<file path="src/design/assert_macros.svh">
// Assertion helpers shared by the design files.
`ifndef ASSERT_MACROS_SVH
`define ASSERT_MACROS_SVH

// Plain property, checked at every rising clock edge outside reset.
`define PSC_ASSERT(lbl, prop) \
  lbl: assert property (@(posedge clk_i) disable iff (!rst_ni) (prop)) \
    else $error("psc assertion failed");

// Property that must hold whenever the condition holds.
`define PSC_ASSERT_IF(lbl, cond, prop) \
  `PSC_ASSERT(lbl, (cond) |-> (prop))

`endif

</file>
<file path="src/design/psc_pkg.sv">
package psc_pkg;

  localparam int CW    = 16;          // coordinate width, Q12.4
  localparam int DW    = CW + 1;      // coordinate difference
  localparam int PW    = 2 * DW;      // product of two differences
  localparam int SW    = PW + 1;      // sum of two products
  localparam int FB    = 16;          // fraction bits of t
  localparam int TW    = 32;          // t width, Q16.16
  localparam int QW    = TW + 1;      // quotient bits resolved by the divider
  localparam int NW    = SW + FB + 1; // dividend width
  localparam int RW    = SW + 1;      // partial remainder width
  localparam int MW    = DW + TW;     // difference times t
  localparam int RDW   = MW - FB + 1; // rounded offset along the line
  localparam int NSW   = RDW + 1;     // start point plus offset
  localparam int DISTW = 17;          // distance width, Q13.4
  localparam int SQN   = (SW + 1) / 2; // root bits, one per stage
  localparam int SQW   = 2 * SQN + 1; // root datapath width
  localparam int CIW   = 4;           // config index width

  typedef enum logic [CIW-1:0] {
    REG_SX = 4'd0,
    REG_SY = 4'd1,
    REG_EX = 4'd2,
    REG_EY = 4'd3
  } cfg_reg_e;

  // Per-word context carried alongside the divider.
  typedef struct packed {
    logic signed [CW-1:0] qx;
    logic signed [CW-1:0] qy;
    logic signed [CW-1:0] sx;
    logic signed [CW-1:0] sy;
    logic signed [DW-1:0] dx;
    logic signed [DW-1:0] dy;
    logic                 clamp;
    logic                 neg;
    logic                 zero;
  } side_t;

  typedef struct packed {
    logic signed [CW-1:0] nx;
    logic signed [CW-1:0] ny;
  } near_t;

endpackage

</file>
<file path="src/design/psc_sqrt.sv">
`include "assert_macros.svh"

module psc_sqrt import psc_pkg::*; (
  input  logic             clk_i,
  input  logic             rst_ni,
  input  logic             en_i,
  input  logic             valid_i,
  input  logic [SW-1:0]    sq_i,
  input  near_t            near_i,
  output logic             valid_o,
  output logic [DISTW-1:0] dist_o,
  output near_t            near_o
);

  localparam logic [SQW-1:0] DMAX = SQW'((1 << DISTW) - 1);

  logic           v_q    [SQN+1];
  logic [SQW-1:0] n_q    [SQN+1];
  logic [SQW-1:0] r_q    [SQN+1];
  near_t          near_q [SQN+1];

  logic             out_v_q;
  logic [DISTW-1:0] dist_q;
  near_t            out_near_q;
  logic [SQW-1:0]   r_fin;

  always_ff @(posedge clk_i or negedge rst_ni) begin
    if (!rst_ni) begin
      v_q[0] <= 1'b0;
    end else if (en_i) begin
      v_q[0] <= valid_i;
    end
  end

  always_ff @(posedge clk_i) begin
    if (en_i) begin
      n_q[0]    <= SQW'(sq_i);
      r_q[0]    <= '0;
      near_q[0] <= near_i;
    end
  end

  for (genvar k = 0; k < SQN; k++) begin : g_stage
    localparam logic [SQW-1:0] BIT = SQW'(1) << (2 * (SQN - 1 - k));
    logic [SQW-1:0] trial;
    logic           ge;

    always_comb begin
      trial = r_q[k] + BIT;
      ge    = n_q[k] >= trial;
    end

    always_ff @(posedge clk_i or negedge rst_ni) begin
      if (!rst_ni) begin
        v_q[k+1] <= 1'b0;
      end else if (en_i) begin
        v_q[k+1] <= v_q[k];
      end
    end

    always_ff @(posedge clk_i) begin
      if (en_i) begin
        n_q[k+1]    <= ge ? n_q[k] - trial : n_q[k];
        r_q[k+1]    <= ge ? (r_q[k] >> 1) + BIT : r_q[k] >> 1;
        near_q[k+1] <= near_q[k];
      end
    end
  end

  // Round up when the leftover exceeds the root.
  assign r_fin = r_q[SQN] + SQW'(n_q[SQN] > r_q[SQN]);

  always_ff @(posedge clk_i or negedge rst_ni) begin
    if (!rst_ni) begin
      out_v_q <= 1'b0;
    end else if (en_i) begin
      out_v_q <= v_q[SQN];
    end
  end

  always_ff @(posedge clk_i) begin
    if (en_i) begin
      dist_q     <= (r_fin > DMAX) ? DMAX[DISTW-1:0] : r_fin[DISTW-1:0];
      out_near_q <= near_q[SQN];
    end
  end

  assign valid_o = out_v_q;
  assign dist_o  = dist_q;
  assign near_o  = out_near_q;

  `PSC_ASSERT_IF(a_sqrt_rem, v_q[SQN], n_q[SQN] <= (r_q[SQN] << 1))

endmodule

</file>
<file path="config.mk">
export PLATFORM = sky130hd
export DESIGN_NAME = psc_sqrt
export DESIGN_NICKNAME = d
export VERILOG_FILES = /design/src/design/psc_pkg.sv /design/src/design/psc_sqrt.sv
export VERILOG_INCLUDE_DIRS = /design/src /design/src/design
export SDC_FILE = /design/constraint.sdc
export NUM_CORES = 2
export LEC_CHECK = 0
export BUFFER_PORTS_ARGS = -buffer_cell sky130_fd_sc_hd__buf_2
export CAP_MARGIN = 30
export CORE_MARGIN = 2
export CORE_UTILIZATION = 40
export CTS_CLUSTER_SIZE = 25
export DETAILED_ROUTE_END_ITERATION = 8
export SETUP_SLACK_MARGIN = 0.1
export SYNTH_ARGS = -nofsm -noshare
export SYNTH_HDL_FRONTEND = slang
export SYNTH_SLANG_ARGS = --single-unit
</file>
<file path="constraint.sdc">
create_clock -name clk_i -period 6.1 [get_ports clk_i]
set_input_delay 0.61 -clock clk_i [delete_from_list [all_inputs] [get_ports clk_i]]
set_output_delay 0.61 -clock clk_i [all_outputs]
set_load 0.02 [all_outputs]
</file>
==> out/summary.txt <==
outcome -> complete, no violations
Starting Density -> 40.3%
syn_area_per_cell -> 15.7 um^2
CP Capture Type -> flop
wire length per cell -> 16.3 um
initial antenna violation count -> 2
Commonest cells post-synth -> 1528 x edfxtp_1, 266 x inv_1, 207 x ha_1
kind of start point of the critical path -> flop
CTS root buffer -> clkbuf_16
Die Span Y -> 398 um
CTS Hold Buffers Added -> 63
placed cells -> 6080
grt met2 use -> 25.3%
maximum vdd drop -> 0.284 mV
PwrDens -> 356 nW/um^2
CTS tree -> yes
DP Worst Slack -> 2.00 ns
Num CTS Buffers -> 158
Layout area overhead -> 14.4%
IO Port Bufs -> 120
grt met3 use -> 2.61%
Worst Hold Depth -> 1
nets@finish -> 4537
top-area cell type share of the netlist area -> 74.0%
clk_lat worst skew -> 0.77 ns
grt peak-use layer -> met2
fin cells -> 6432
critical path data arrival time -> 4.57 ns
HP Class -> primary input to flop
count leader, synth -> edfxtp_1
Die X -> 398 um
Top FF cell, synth -> edfxtp_1
Yosys top cell by area -> edfxtp_1
fin crit share -> 66.7%
DR pass1 iterations -> 5
Mapped Cells -> 3938
final WL -> 105000 um
Critical Path Fanout Max -> 14
Yosys reg bits -> 1548
DP Wirelength -> 71100 um
cell row count -> 144
GPL Wtd Cong -> 0.875
worst hold slack -> 0.0793 ns
Reg area -> 46400 um^2
Post-CTS Setup Bufs -> 0
fin crit period -> 4.07 ns
FMAX -> 0.246 GHz
setup TNS -> 0 ns
# setup viols final -> 0
Vias per Instance -> 4.87
Post-route DRC -> 0
cell count of the worst reg-to-reg path -> 18
sequential fraction of the synthesis area -> 74.8%
RSZ-0062 raised after global routing -> no
first-pass GRT wire length -> 167000 um
grt met1 use -> 13.6%
Final ANT Viol Nets -> 0
Rel. slew slack -> 29.1%
core footprint -> 154000 um^2
post-route worst setup slack -> 2.03 ns
CTS resizes -> 0
leakage power -> 25.6 nW
fill cell count -> 13300
Total GRT Usage -> 13.3%
drt initial violations -> 1687
H-tree depth -> 4
fraction of registers with async set/reset -> 1.29%
Max Cap Viol -> 0
Die ar. -> 158000 um^2
yosys synthesis warning count -> 0
global route overflow -> 0
synthesized area -> 62000 um^2
worst slew pin tran -> 1.06 ns
CP Data Required Time -> 6.60 ns
layout cell share with drive strength beyond 1 -> 10.1%
Post-synth EDFFs -> 1528
vias in the first global route -> 32200
CP Class -> flop to flop
I/O pins -> 121
Worst-path clk slew -> 0.06 ns
area of the multi-input gates -> 14400 um^2
Final Skew -> 0.0337 ns
post-synthesis cell type count -> 89
final hold viol count -> 0
Slew Viols, Final -> 0
Clock Tree Buf Depth -> 3
Synth area leaders -> edfxtp_1 74%, ha_1 4.2%, xnor2_1 2.4%, xor2_1 1.9%, inv_1 1.6%
Clock Sinks -> 1548
pin count of the biggest net entering global routing -> 197
DR vias -> 31300
## through the flow
stage	instance area, um^2	total power, W	utilization (%)
finish	70900	0.0253	46.0
global route	70900	0.0264	46.0
CTS	70900	0.0256	46.0
detailed placement	65200	0.0162	42.4
global placement	65200	0.0161	42.3
floorplan	62000	0.0153	-
## registers in the layout, indices dropped and copies added, names as in the netlist
signal   flops
r_q        171
valid_o      1
v_q         19
n_q        700
dist_o      17
near_o      32
near_q     608
## cell type report
type                       count  share of cell area (%)
multi-input combinational   2072                    20.3
timing repair buffer         210                    2.17
antenna                        2                 0.00706
sequential                  1548                    65.4
clock buffer                 205                    5.88
clock inverter                82                    1.24
tap                         2044                    3.61
inverter                     269                    1.42
## cell usage in the layout, fill, tap and decap left out, types with 19 or more instances in the layout
| master | instances |
|---|---|
| nor4_1 | 95 |
| nand3_1 | 67 |
| clkinv_1 | 33 |
| nand4_1 | 53 |
| a21o_1 | 54 |
| buf_2 | 120 |
| mux2_2 | 47 |
| o31ai_1 | 23 |
| nor2b_1 | 23 |
| ha_1 | 207 |
| dfrtp_1 | 20 |
| inv_1 | 266 |
| dlygate4sd3_1 | 63 |
| nand2_1 | 199 |
| or4_1 | 25 |
| o21ai_0 | 154 |
| xor2_1 | 131 |
| nor3_1 | 104 |
| clkinv_2 | 19 |
| nor2_1 | 179 |
| o21a_1 | 50 |
| clkbuf_1 | 45 |
| clkbuf_16 | 160 |
| nor4b_1 | 21 |
| nand2b_1 | 41 |
| or3_1 | 33 |
| a21oi_1 | 161 |
| xnor2_1 | 171 |
| edfxtp_1 | 1528 |
## kinds of logic (layout without fill, tap and decap cells)
logic type	after synthesis	in the layout	synth area share (%)
fa+ha+maj	207	207	4.18
other cells	1	4	0.00605
buf+inv	319	766	2.02
flops	1548	1548	74.8
simple gates	942	942	8.06
mux	56	56	0.999
xor+xnor	302	302	4.27
compound gates	563	563	5.67
## critical path, stage by stage, from the launching register on
cell and delay, ns:
edfxtp_1 0.38, inv_1 0.08, ha_1 0.30, nand4_1 0.09, nor3b_1 0.32, nand4_1 0.12
or3_1 0.34, a211oi_1 0.25, o31ai_1 0.11, ha_1 0.20, and3_1 0.21, nand3_1 0.17
nor3_1 0.08, buf_4 0.16, and4_1 0.22, and3_1 0.20, o21ai_1 0.24, buf_4 0.26
o21ai_0 0.10
## power by group
part	switching [W]	internal, W	total [W]
Sequential	0.000525	0.0129	0.0134
Combinational	0.00145	0.00109	0.00255
Clock	0.00393	0.00538	0.00931
## worst paths after layout
kind	endpoint	from	slack, ns
max	dist_o[4]$_SDFFCE_PN1P_	r_q[18][15]$_DFFE_PP_	2.03
min	near_q[0][16]$_DFFE_PP_	near_i[16]	0.08
max reg2reg	dist_o[4]$_SDFFCE_PN1P_	r_q[18][15]$_DFFE_PP_	2.03
min reg2reg	near_q[16][12]$_DFFE_PP_	near_q[15][12]$_DFFE_PP_	0.41
max in group asynchronous	v_q[7]$_DFFE_PN0P_	rst_ni	5.46
min in group asynchronous	v_q[4]$_DFFE_PN0P_	rst_ni	0.34
## per-layer routing
| metal | wire length [um] | vias up |
|---|---|---|
| met3 | 3440 | 273 |
| met2 | 57400 | 489 |
| met1 | 38500 | 15000 |
| li1 | - | 15600 |
| met5 | 0 | - |
| met4 | 5220 | 0 |
Power figures use the tool's default switching activity.
